### config.mk
export PLATFORM = sky130hd
export DESIGN_NAME = adc_hysteresis_filter
export DESIGN_NICKNAME = d
export VERILOG_FILES = /design/src/rtl/core/ahf_pkg.sv /design/src/rtl/core/adc_hysteresis_filter.sv
export SDC_FILE = /design/constraint.sdc
export NUM_CORES = 1
export LEC_CHECK = 0
export ABC_CLOCK_PERIOD_IN_PS = 14000
export BUFFER_PORTS_ARGS = -buffer_cell sky130_fd_sc_hd__buf_4
export CORE_MARGIN = 2
export CORE_UTILIZATION = 40
export DETAILED_ROUTE_END_ITERATION = 12
export HOLD_SLACK_MARGIN = 0.06
export PLACE_DENSITY = 0.6
export REMOVE_ABC_BUFFERS = 1
export SYNTH_ARGS = -nofsm -noshare
export SYNTH_HDL_FRONTEND = slang
export SYNTH_SLANG_ARGS = --single-unit
### constraint.sdc
create_clock -name aclk -period 14 [get_ports aclk]
set_input_delay 1.4 -clock aclk [delete_from_list [all_inputs] [get_ports aclk]]
set_output_delay 1.4 -clock aclk [all_outputs]
set_load 0.1 [all_outputs]
### src/rtl/core/ahf_pkg.sv
package ahf_pkg;

    localparam int SAMPLE_BITS_DEF = 10;
    localparam int CFG_DATA_BITS   = 10;
    localparam int LIMIT_BITS      = 6;
    localparam int COUNT_BITS      = 8;
    localparam int CFG_INDEX_BITS  = 3;

    // register indexes
    localparam logic [CFG_INDEX_BITS-1:0] REG_BAND_WIDTH     = 3'd0;
    localparam logic [CFG_INDEX_BITS-1:0] REG_COUNT_LIMIT    = 3'd1;
    localparam logic [CFG_INDEX_BITS-1:0] REG_JUMP_THRESHOLD = 3'd2;
    localparam logic [CFG_INDEX_BITS-1:0] REG_TOP_LEVEL      = 3'd3;

    // reset values
    localparam logic [CFG_DATA_BITS-1:0] BAND_WIDTH_RST     = 10'd20;
    localparam logic [LIMIT_BITS-1:0]    COUNT_LIMIT_RST    = 6'd10;
    localparam logic [CFG_DATA_BITS-1:0] JUMP_THRESHOLD_RST = 10'd120;
    localparam logic [CFG_DATA_BITS-1:0] TOP_LEVEL_RST      = 10'd1021;

    // persistence counter saturation bounds
    localparam logic signed [COUNT_BITS-1:0] COUNT_MAX = {1'b0, {(COUNT_BITS-1){1'b1}}};
    localparam logic signed [COUNT_BITS-1:0] COUNT_MIN = {1'b1, {(COUNT_BITS-1){1'b0}}};

    typedef struct packed {
        logic [CFG_DATA_BITS-1:0] band_width;
        logic [LIMIT_BITS-1:0]    count_limit;
        logic [CFG_DATA_BITS-1:0] jump_threshold;
        logic [CFG_DATA_BITS-1:0] top_level;
    } cfg_t;

endpackage

### src/rtl/core/adc_hysteresis_filter.sv
// A sample passes through the input register and then the result register to result valid.
// Throughput: one sample per cycle; the held value and persistence counter update in
//   combinational compare/increment logic, so back-to-back samples stall only while
//   a waiting result is back-pressured.
// Reset (aresetn low, synchronous): held value and counter clear to zero, registers load
//   their defaults (band 20, limit 10, jump 120, top 1021), both stages empty.
module adc_hysteresis_filter #(
    parameter int SAMPLE_BITS = ahf_pkg::SAMPLE_BITS_DEF
) (
    input  logic                               aclk,
    input  logic                               aresetn,
    // configuration write port
    input  logic                               cfg_wr_en,
    input  logic [ahf_pkg::CFG_INDEX_BITS-1:0] cfg_index,
    input  logic [ahf_pkg::CFG_DATA_BITS-1:0]  cfg_wdata,
    // sample input
    input  logic                               s_valid,
    output logic                               s_ready,
    input  logic [SAMPLE_BITS-1:0]             s_sample,
    // filtered output
    output logic                               m_valid,
    input  logic                               m_ready,
    output logic [SAMPLE_BITS-1:0]             m_filtered
);

    // Signed compare width: covers held value +/- any 10-bit register without wrap.
    localparam int CmpW = ((SAMPLE_BITS > ahf_pkg::CFG_DATA_BITS) ?
                           SAMPLE_BITS : ahf_pkg::CFG_DATA_BITS) + 2;
    localparam int CntW = ahf_pkg::COUNT_BITS;
    localparam int LimW = ahf_pkg::LIMIT_BITS;
    localparam logic [SAMPLE_BITS-1:0] FullVal = '1;
    localparam logic signed [CntW-1:0] CntOne = CntW'(1);

    // ------------------------------------------------------------------
    // Configuration registers
    // ------------------------------------------------------------------
    ahf_pkg::cfg_t cfg_reg;

    always_ff @(posedge aclk) begin
        if (!aresetn) begin
            cfg_reg.band_width     <= ahf_pkg::BAND_WIDTH_RST;
            cfg_reg.count_limit    <= ahf_pkg::COUNT_LIMIT_RST;
            cfg_reg.jump_threshold <= ahf_pkg::JUMP_THRESHOLD_RST;
            cfg_reg.top_level      <= ahf_pkg::TOP_LEVEL_RST;
        end else if (cfg_wr_en) begin
            case (cfg_index)
                ahf_pkg::REG_BAND_WIDTH:     cfg_reg.band_width     <= cfg_wdata;
                ahf_pkg::REG_COUNT_LIMIT:    cfg_reg.count_limit    <= cfg_wdata[LimW-1:0];
                ahf_pkg::REG_JUMP_THRESHOLD: cfg_reg.jump_threshold <= cfg_wdata;
                ahf_pkg::REG_TOP_LEVEL:      cfg_reg.top_level      <= cfg_wdata;
                default: ; // unmapped index: write dropped
            endcase
        end
    end

    // ------------------------------------------------------------------
    // Handshake: input register -> filter logic -> result register.
    // The filter step fires when a sample is staged and the result
    // register is empty or being drained this cycle.
    // ------------------------------------------------------------------
    logic                   in_valid_reg;
    logic [SAMPLE_BITS-1:0] sample_reg;
    logic                   out_valid_reg;
    logic [SAMPLE_BITS-1:0] filtered_reg;
    logic                   out_free;
    logic                   fire;

    assign out_free = !out_valid_reg || m_ready;
    assign fire     = in_valid_reg && out_free;
    assign s_ready  = !in_valid_reg || fire;

    always_ff @(posedge aclk) begin
        if (!aresetn) begin
            in_valid_reg <= 1'b0;
        end else if (s_ready) begin
            in_valid_reg <= s_valid;
        end
    end

    always_ff @(posedge aclk) begin
        if (s_valid && s_ready) begin
            sample_reg <= s_sample;
        end
    end

    // ------------------------------------------------------------------
    // Filter state
    // ------------------------------------------------------------------
    logic [SAMPLE_BITS-1:0]  held_reg;
    logic [SAMPLE_BITS-1:0]  held_next;
    logic signed [CntW-1:0]  count_reg;
    logic signed [CntW-1:0]  count_next;

    // widened signed operands
    logic signed [CmpW-1:0]  s_w;
    logic signed [CmpW-1:0]  h_w;
    logic signed [CmpW-1:0]  bw_w;
    logic signed [CmpW-1:0]  jt_w;
    logic signed [CmpW-1:0]  tl_w;
    logic signed [CntW-1:0]  lim_s;
    logic signed [CntW-1:0]  lim_neg;

    logic                    above;
    logic                    below;
    logic [SAMPLE_BITS-1:0]  h_step;   // after the persistence step
    logic [SAMPLE_BITS-1:0]  h_up;     // after the first jump test
    logic [SAMPLE_BITS-1:0]  h_jump;   // after both jump tests
    logic signed [CmpW-1:0]  h_step_w;
    logic signed [CmpW-1:0]  h_up_w;

    assign s_w     = $signed(CmpW'(sample_reg));
    assign h_w     = $signed(CmpW'(held_reg));
    assign bw_w    = $signed(CmpW'(cfg_reg.band_width));
    assign jt_w    = $signed(CmpW'(cfg_reg.jump_threshold));
    assign tl_w    = $signed(CmpW'(cfg_reg.top_level));
    assign lim_s   = $signed(CntW'(cfg_reg.count_limit));
    assign lim_neg = -lim_s;

    // sample at or past the dead band edge on either side
    assign above = s_w >= (h_w + bw_w);
    assign below = s_w <= (h_w - bw_w);

    // Persistence step: count toward the side, step held value once the
    // count is past the limit (saturating at both ends).
    always_comb begin
        h_step     = held_reg;
        count_next = count_reg;
        if (above && (count_reg > lim_s)) begin
            h_step     = (held_reg == FullVal) ? FullVal : held_reg + 1'b1;
            count_next = '0;
        end else if (above) begin
            count_next = (count_reg == ahf_pkg::COUNT_MAX) ? count_reg : count_reg + CntOne;
        end else if (below && (count_reg < lim_neg)) begin
            h_step     = (held_reg == '0) ? '0 : held_reg - 1'b1;
            count_next = '0;
        end else if (below) begin
            count_next = (count_reg == ahf_pkg::COUNT_MIN) ? count_reg : count_reg - CntOne;
        end
    end

    // Jump-follow: far-off sample replaces the held value. The downward
    // test sees the result of the upward one.
    assign h_step_w = $signed(CmpW'(h_step));
    assign h_up     = (s_w > (h_step_w + jt_w)) ? sample_reg : h_step;
    assign h_up_w   = $signed(CmpW'(h_up));
    assign h_jump   = (s_w < (h_up_w - jt_w)) ? sample_reg : h_up;

    // Snaps: top level wins over the zero snap; zero snap uses the new count.
    always_comb begin
        held_next = h_jump;
        if (s_w >= tl_w) begin
            held_next = FullVal;
        end else if ((sample_reg == '0) && (count_next < lim_s)) begin
            held_next = '0;
        end
    end

    always_ff @(posedge aclk) begin
        if (!aresetn) begin
            held_reg  <= '0;
            count_reg <= '0;
        end else if (fire) begin
            held_reg  <= held_next;
            count_reg <= count_next;
        end
    end

    // ------------------------------------------------------------------
    // Result register
    // ------------------------------------------------------------------
    always_ff @(posedge aclk) begin
        if (!aresetn) begin
            out_valid_reg <= 1'b0;
        end else if (out_free) begin
            out_valid_reg <= in_valid_reg;
        end
    end

    always_ff @(posedge aclk) begin
        if (fire) begin
            filtered_reg <= held_next;
        end
    end

    assign m_valid    = out_valid_reg;
    assign m_filtered = filtered_reg;

endmodule

After elaboration in Yosys (flattened, before gate mapping). Cells that the tools add are included.

Add/subtract/negate cells: 9. $lt $le $gt $ge: 8. Equality and inequality tests: 6. Multiplexer cells: 15. Reductions and logical operators: 16.

Operator list (number): $mux 10 (9); $mux 8 (6); $add 10x10->11 (2); $sub 10x10->11 (2); $logic_not 10->1 (2); $eq 8x8->1 const B (2); $ge 10x11->1 (1); $gt 10x11->1 (1); $le 11x11->1 (1); $lt 11x11->1 (1); $add 10x1->10 const B (1); $eq 10x10->1 const B (1); $ge 10x10->1 (1); $sub 10x1->10 const B (1); $add 8x2->8 const B (1); $gt 8x7->1 (1); $lt 8x7->1 (1); $lt 8x8->1 (1); $neg 6->8 (1); $reduce_and 2->1 (4); $sub 8x2->8 const B (1); $eq 3x2->1 const B (2); $logic_and 1x1->1 (5); $eq 3x1->1 const B (1); 3 further kinds (5).

Register bits: 76. Bits of input ports: 28. Output and inout bits: 12. Logic and storage cells: 64.

Longest topological paths before layout.
Depth after elaboration: 14. Depth in mapped cells: 59. Gate-level depth less buffers: 57.

Worst setup path after synthesis. No wires, ideal clock.

Kind: reg2reg. From: register cfg_reg (netlist bit bw_w[1]). To: register held_reg[1]. Setup time: 0.095 ns. Arrival: 11.184 ns. Data required time: 13.905 ns. Path slack: 2.721 ns. Cell stages (with the launch flop): 58. Path buffers: 1. Period minus slack after synthesis: 11.279 ns. Cell sequence: dfxtp_1 inv_1 ha_1 nor2b_1 o21ai_0 a21boi_0 o21ai_0 a21boi_0 o21a_1 o21ai_0 or4b_2 o311a_1 ha_1 a211oi_1 nand2_1 o311a_1 a211o_1 a211oi_2 (+22 left out) nor2b_1 o21ai_0 a21boi_0 o21ai_0 a21oi_1 o21a_1 o21a_1 or2_2 ha_1 o21ai_0 a221oi_1 a21oi_1 o211ai_1 o21a_1 mux2_2 a31oi_1 o21ai_1 a221oi_1.

Word-level cells in the longest chain between the ends: 14. Elaborated cells between the ends (all ways): 23. Classes of those cells: add/sub (4); order compare (5); mux (11); reduce/logical (3).

RTL lines: start: declaration (line adc_hysteresis_filter.sv:37) `ahf_pkg::cfg_t cfg_reg;`; $sub 10x10->11 (line adc_hysteresis_filter.sv:121) `assign below = s_w <= (h_w - bw_w);`; $le 11x11->1 (line adc_hysteresis_filter.sv:121); $logic_and 1x1->1 (line adc_hysteresis_filter.sv:133) `end else if (below && (count_reg < lim_neg)) begin`; $mux 10 (line adc_hysteresis_filter.sv:133); $mux 10 (line adc_hysteresis_filter.sv:131) `end else if (above) begin`; $mux 10 (line adc_hysteresis_filter.sv:128) `if (above && (count_reg > lim_s)) begin`; $add 10x10->11 (line adc_hysteresis_filter.sv:144) `assign h_up = (s_w > (h_step_w + jt_w)) ? sample_reg : h_step;`; $gt 10x11->1 (line adc_hysteresis_filter.sv:144); $mux 10 (line adc_hysteresis_filter.sv:144); $sub 10x10->11 (line adc_hysteresis_filter.sv:146) `assign h_jump = (s_w < (h_up_w - jt_w)) ? sample_reg : h_up;`; $lt 11x11->1 (line adc_hysteresis_filter.sv:146); $mux 10 (line adc_hysteresis_filter.sv:146); $mux 10 * (line adc_hysteresis_filter.sv:153) `end else if ((sample_reg == '0) && (count_next < lim_s)) begin`; $mux 10 * (line adc_hysteresis_filter.sv:151) `if (s_w >= tl_w) begin`; end signal: assignment (line adc_hysteresis_filter.sv:163) `held_reg <= held_next;`; end: declaration (line adc_hysteresis_filter.sv:89) `logic [SAMPLE_BITS-1:0] held_reg;`.

Mark *: on every way between the ends. The rest lies on a longest branch, timed or not. A chain may end at the register's enable or synchronous reset.

Final worst setup path.
From: register held_reg[1]. To: register held_reg[1].

Word-level cells in the longest chain between the ends: 14. Elaborated cells between the ends (all ways): 29. Classes of those cells: add/sub (6); order compare (5); eq/ne (1); mux (13); reduce/logical (4).

RTL lines (line): $sub 10x10->11 (adc_hysteresis_filter.sv:121); $le 11x11->1 (adc_hysteresis_filter.sv:121); $logic_and 1x1->1 (adc_hysteresis_filter.sv:133); $mux 10 (adc_hysteresis_filter.sv:133); $mux 10 (adc_hysteresis_filter.sv:131); $mux 10 (adc_hysteresis_filter.sv:128); $add 10x10->11 (adc_hysteresis_filter.sv:144); $gt 10x11->1 (adc_hysteresis_filter.sv:144); $mux 10 (adc_hysteresis_filter.sv:144); $sub 10x10->11 (adc_hysteresis_filter.sv:146); $lt 11x11->1 (adc_hysteresis_filter.sv:146); $mux 10 (adc_hysteresis_filter.sv:146); $mux 10 * (adc_hysteresis_filter.sv:153); $mux 10 * (adc_hysteresis_filter.sv:151).

Marked as above.

==> impl_metrics.yaml <==
yosys:
  synthSimpleGateAreaFrac: 0.196
  ys_types: 73
  synth_fa_ha_area_frac: 0.200
  synth_top_family_by_area: "compound AO/OA/AOI/OAI gates"
  synthFlopType: "dfxtp_1"
  synth-seq-cells: 76
  synth_xor_xnor_area_share: 0.0387
  avgSynthCellArea_um2: 8.17
  yosys_warnings: 0
  netlist_area_um2: 7460
  yosysSeqAreaShare: 0.231
  synth_mux_area_frac: 0.0268
  synth_edf_count: 20
  syn_inst: 914
  postSynth.asyncResetShare: 0
  synth_compound_area_frac: 0.251
clocking:
  cts_setup_buffers: 0
  h-tree-depth: 3
  cts_buffers: 9
  root_buffer: "clkbuf_16"
  cts_hold_buf: 0
  clock_latency_ps: 360
  cts_resized: 0
  clk_pin_slew_worst_paths_ps: 60
  tritoncts: "done"
  cts_buffer_depth: 2
  clock-sinks: 76
global_routing:
  grt_max_degree: 55
  grt_first_pass_wirelength_mm: 34.7
  gr-total-overflow: 0
  antenna_found_initial: 1
  grt_pass1_vias: 6373
  grt_usage: 0.224
critical_path:
  rrSetupSlack_ps: 1550
  crit_top_cell: "o21ai_0"
  arrival_ps: 12700
  critPathMaxStageDelay_ps: 620
  path_class: "register to register"
  start_kind: "register"
  crit_path_end_kind: "register"
  crit_required_ps: 14250
  crit_fanout: 12
  crit_path_top_delay_cell: "or4b_2"
routing:
  wl_mm: 21.7
  routed_via_density: 5.84
  drc: 0
  drtAntennaViolNets: 0
  drt_pass1_iterations: 5
  drt_iter0_markers: 636
  vias: 6836
  wl_per_cell_um: 18.6
finish:
  diodes: 0
  nets: 1081
  layout-drive-gt1-share: 0.0903
  fillers: 1827
  fin_area_um2: 8250
  largest_reg_flops: 26
  final_cells: 1170
  area_delta_synth_final_pct: 10.5
timing:
  setup_viol: 0
  rsz0062_at_grt: "no"
  setup_tns_ps: 0
  relSlewSlack: 0.457
  fin_ws_ps: 1550
  drv_slew: 0
  period_share: 0.889
  fin_worst_skew_ps: 17.9
  timing.final.hold_violations: 0
  tightest_slew_ps: 815
  fin_crit_ps: 12450
  fmax_mhz: 80.3
run_status:
  status: "completed"
floorplan:
  coreArea_um2: 18100
  start_util: 0.411
  rows: 49
  die_h_um: 141
  io_pins: 40
  dieArea_um2: 19800
  die_x_um: 141
placement:
  dp.cells: 1154
  port_buffers: 39
  dp_hpwl_mm: 16.8
  pre_cts_slack_ps: 1760
  place.gp.congestion: 0.956
  post_dp_cell_area_um2: 7960
power_and_ir_drop:
  leakage_nw: 3.60
  p_per_area_nw_per_um2: 117
  seqPwrFrac: 0.281
  swShare: 0.414
  clkPwrFrac: 0.249
  ir_drop_v: 0.0000689
  p_switching_uw: 399
  p_comb_frac: 0.469
  intPower_uw: 564
hold_path:
  hold_path_class: "register to register"
run:
  max_cap_violations: 0
[cells in the final DEF, fill, tap and decap left out, types with 9 or more instances in the layout]
| master | n |
|---|---|
| a211oi_1 | 11 |
| a21boi_0 | 23 |
| a21oi_1 | 41 |
| a221oi_1 | 10 |
| a31oi_1 | 9 |
| and3_1 | 10 |
| buf_4 | 45 |
| clkbuf_16 | 9 |
| dfxtp_1 | 56 |
| edfxtp_1 | 20 |
| ha_1 | 113 |
| inv_1 | 76 |
| mux2i_1 | 11 |
| nand2_1 | 104 |
| nand2b_1 | 12 |
| nand3_1 | 35 |
| nand4_1 | 9 |
| nor2_1 | 41 |
| nor2b_1 | 19 |
| nor3_1 | 17 |
| nor4_1 | 13 |
| o211ai_1 | 20 |
| o21a_1 | 15 |
| o21ai_0 | 44 |
| xnor2_1 | 23 |
| xor2_1 | 10 |
[per-stage QoR]
| stage | hold WS [ps] | total power [mW] | util |
|---|---|---|---|
| 5_1_grt | 509 | 1.03 | 0.454 |
| 6_report | 473 | 0.962 | 0.454 |
| 3_5_place_dp | 468 | 0.719 | 0.438 |
| 4_1_cts | 475 | 0.962 | 0.454 |
| 2_1_floorplan | 436 | 0.604 | - |
| 3_3_place_gp | 450 | 0.719 | 0.438 |
[kinds of logic (layout without fill, tap and decap cells)]
logic type      after synthesis  count (layout)
compound gates              262             262
xor+xnor                     33              33
fa+ha+maj                   117             117
buf+inv                     110             137
flops                        76              76
mux                          19              19
simple gates                297             297
[worst max-delay path: cells and delay by family, from the launching register on]
family | cells | cell delay (ps)
XOR/XNOR | 1 | 170
buffers and inverters | 2 | 270
flip-flops | 1 | 500
adder cells (fa/ha/maj) | 6 | 1710
AO/OA/AOI/OAI | 37 | 7470
AND/OR/NAND/NOR | 8 | 1530
multiplexers | 2 | 690
[synthesized netlist by cell type, types with 5 or more instances]
library cell / n / area [um^2]
or3_1: 6 / 37.5
a21o_1: 8 / 60.1
a211o_1: 5 / 43.8
o2111ai_1: 5 / 43.8
nor4_1: 13 / 81.3
clkbuf_1: 27 / 101
nor2_1: 41 / 154
a221oi_1: 10 / 87.6
and2_1: 8 / 50.1
a21oi_1: 41 / 205
a22oi_1: 5 / 37.5
o211ai_1: 20 / 150
buf_2: 5 / 25.0
mux2i_1: 11 / 110
o21ai_0: 44 / 220
nor3_1: 17 / 85.1
xor2_1: 10 / 87.6
nand2_1: 104 / 390
xnor2_1: 23 / 201
a31oi_1: 9 / 56.3
nand4_1: 9 / 56.3
nand3_1: 35 / 175
mux2_2: 8 / 90.1
a21boi_0: 23 / 173
dfxtp_1: 56 / 1120
nor2b_1: 19 / 119
edfxtp_1: 20 / 601
inv_1: 76 / 285
a211oi_1: 11 / 82.6
o22ai_1: 7 / 43.8
and3_1: 10 / 62.6
a2111oi_0: 5 / 43.8
o21bai_1: 7 / 52.6
nand2b_1: 12 / 75.1
o21a_1: 15 / 113
ha_1: 113 / 1410
[final timing paths]
check                                 start           to  cells after the start
worst max-delay path            held_reg[1]  held_reg[1]                     56
worst min-delay path             cfg_reg[1]   cfg_reg[1]                      2
worst max register to register  held_reg[1]  held_reg[1]                     56
worst min register to register   cfg_reg[1]   cfg_reg[1]                      2
[power groups by stage]
| stage | clock network (mW) | registers [mW] | logic (mW) |
|---|---|---|---|
| final | 0.240 | 0.271 | 0.452 |
| after global routing | 0.254 | 0.272 | 0.500 |
| after CTS | 0.245 | 0.270 | 0.447 |
| after detailed placement | 0 | 0.275 | 0.444 |
| after global placement | 0 | 0.275 | 0.444 |
| after floorplan | 0 | 0.297 | 0.307 |
[metal layers]
layer,track usage,wire [um],part of all wire
met1,0.334,10800,0.50
met2,0.333,8980,0.41
met3,0.0350,1400,0.065
met4,0.0647,474,0.022
met5,0,0,0
[final cells by class]
| class | instances | area [um^2] | share of cell area |
|---|---|---|---|
| multi-input cells | 728 | 5320 | 0.645 |
| flip-flops and latches | 76 | 1720 | 0.209 |
| repair buffers | 45 | 338 | 0.0410 |
| well taps | 229 | 287 | 0.0347 |
| inverters | 76 | 285 | 0.0346 |
| clock buffers | 10 | 229 | 0.0278 |
| clock inverters | 6 | 63.8 | 0.00774 |
No activity file was read; power rests on OpenSTA's default activity.
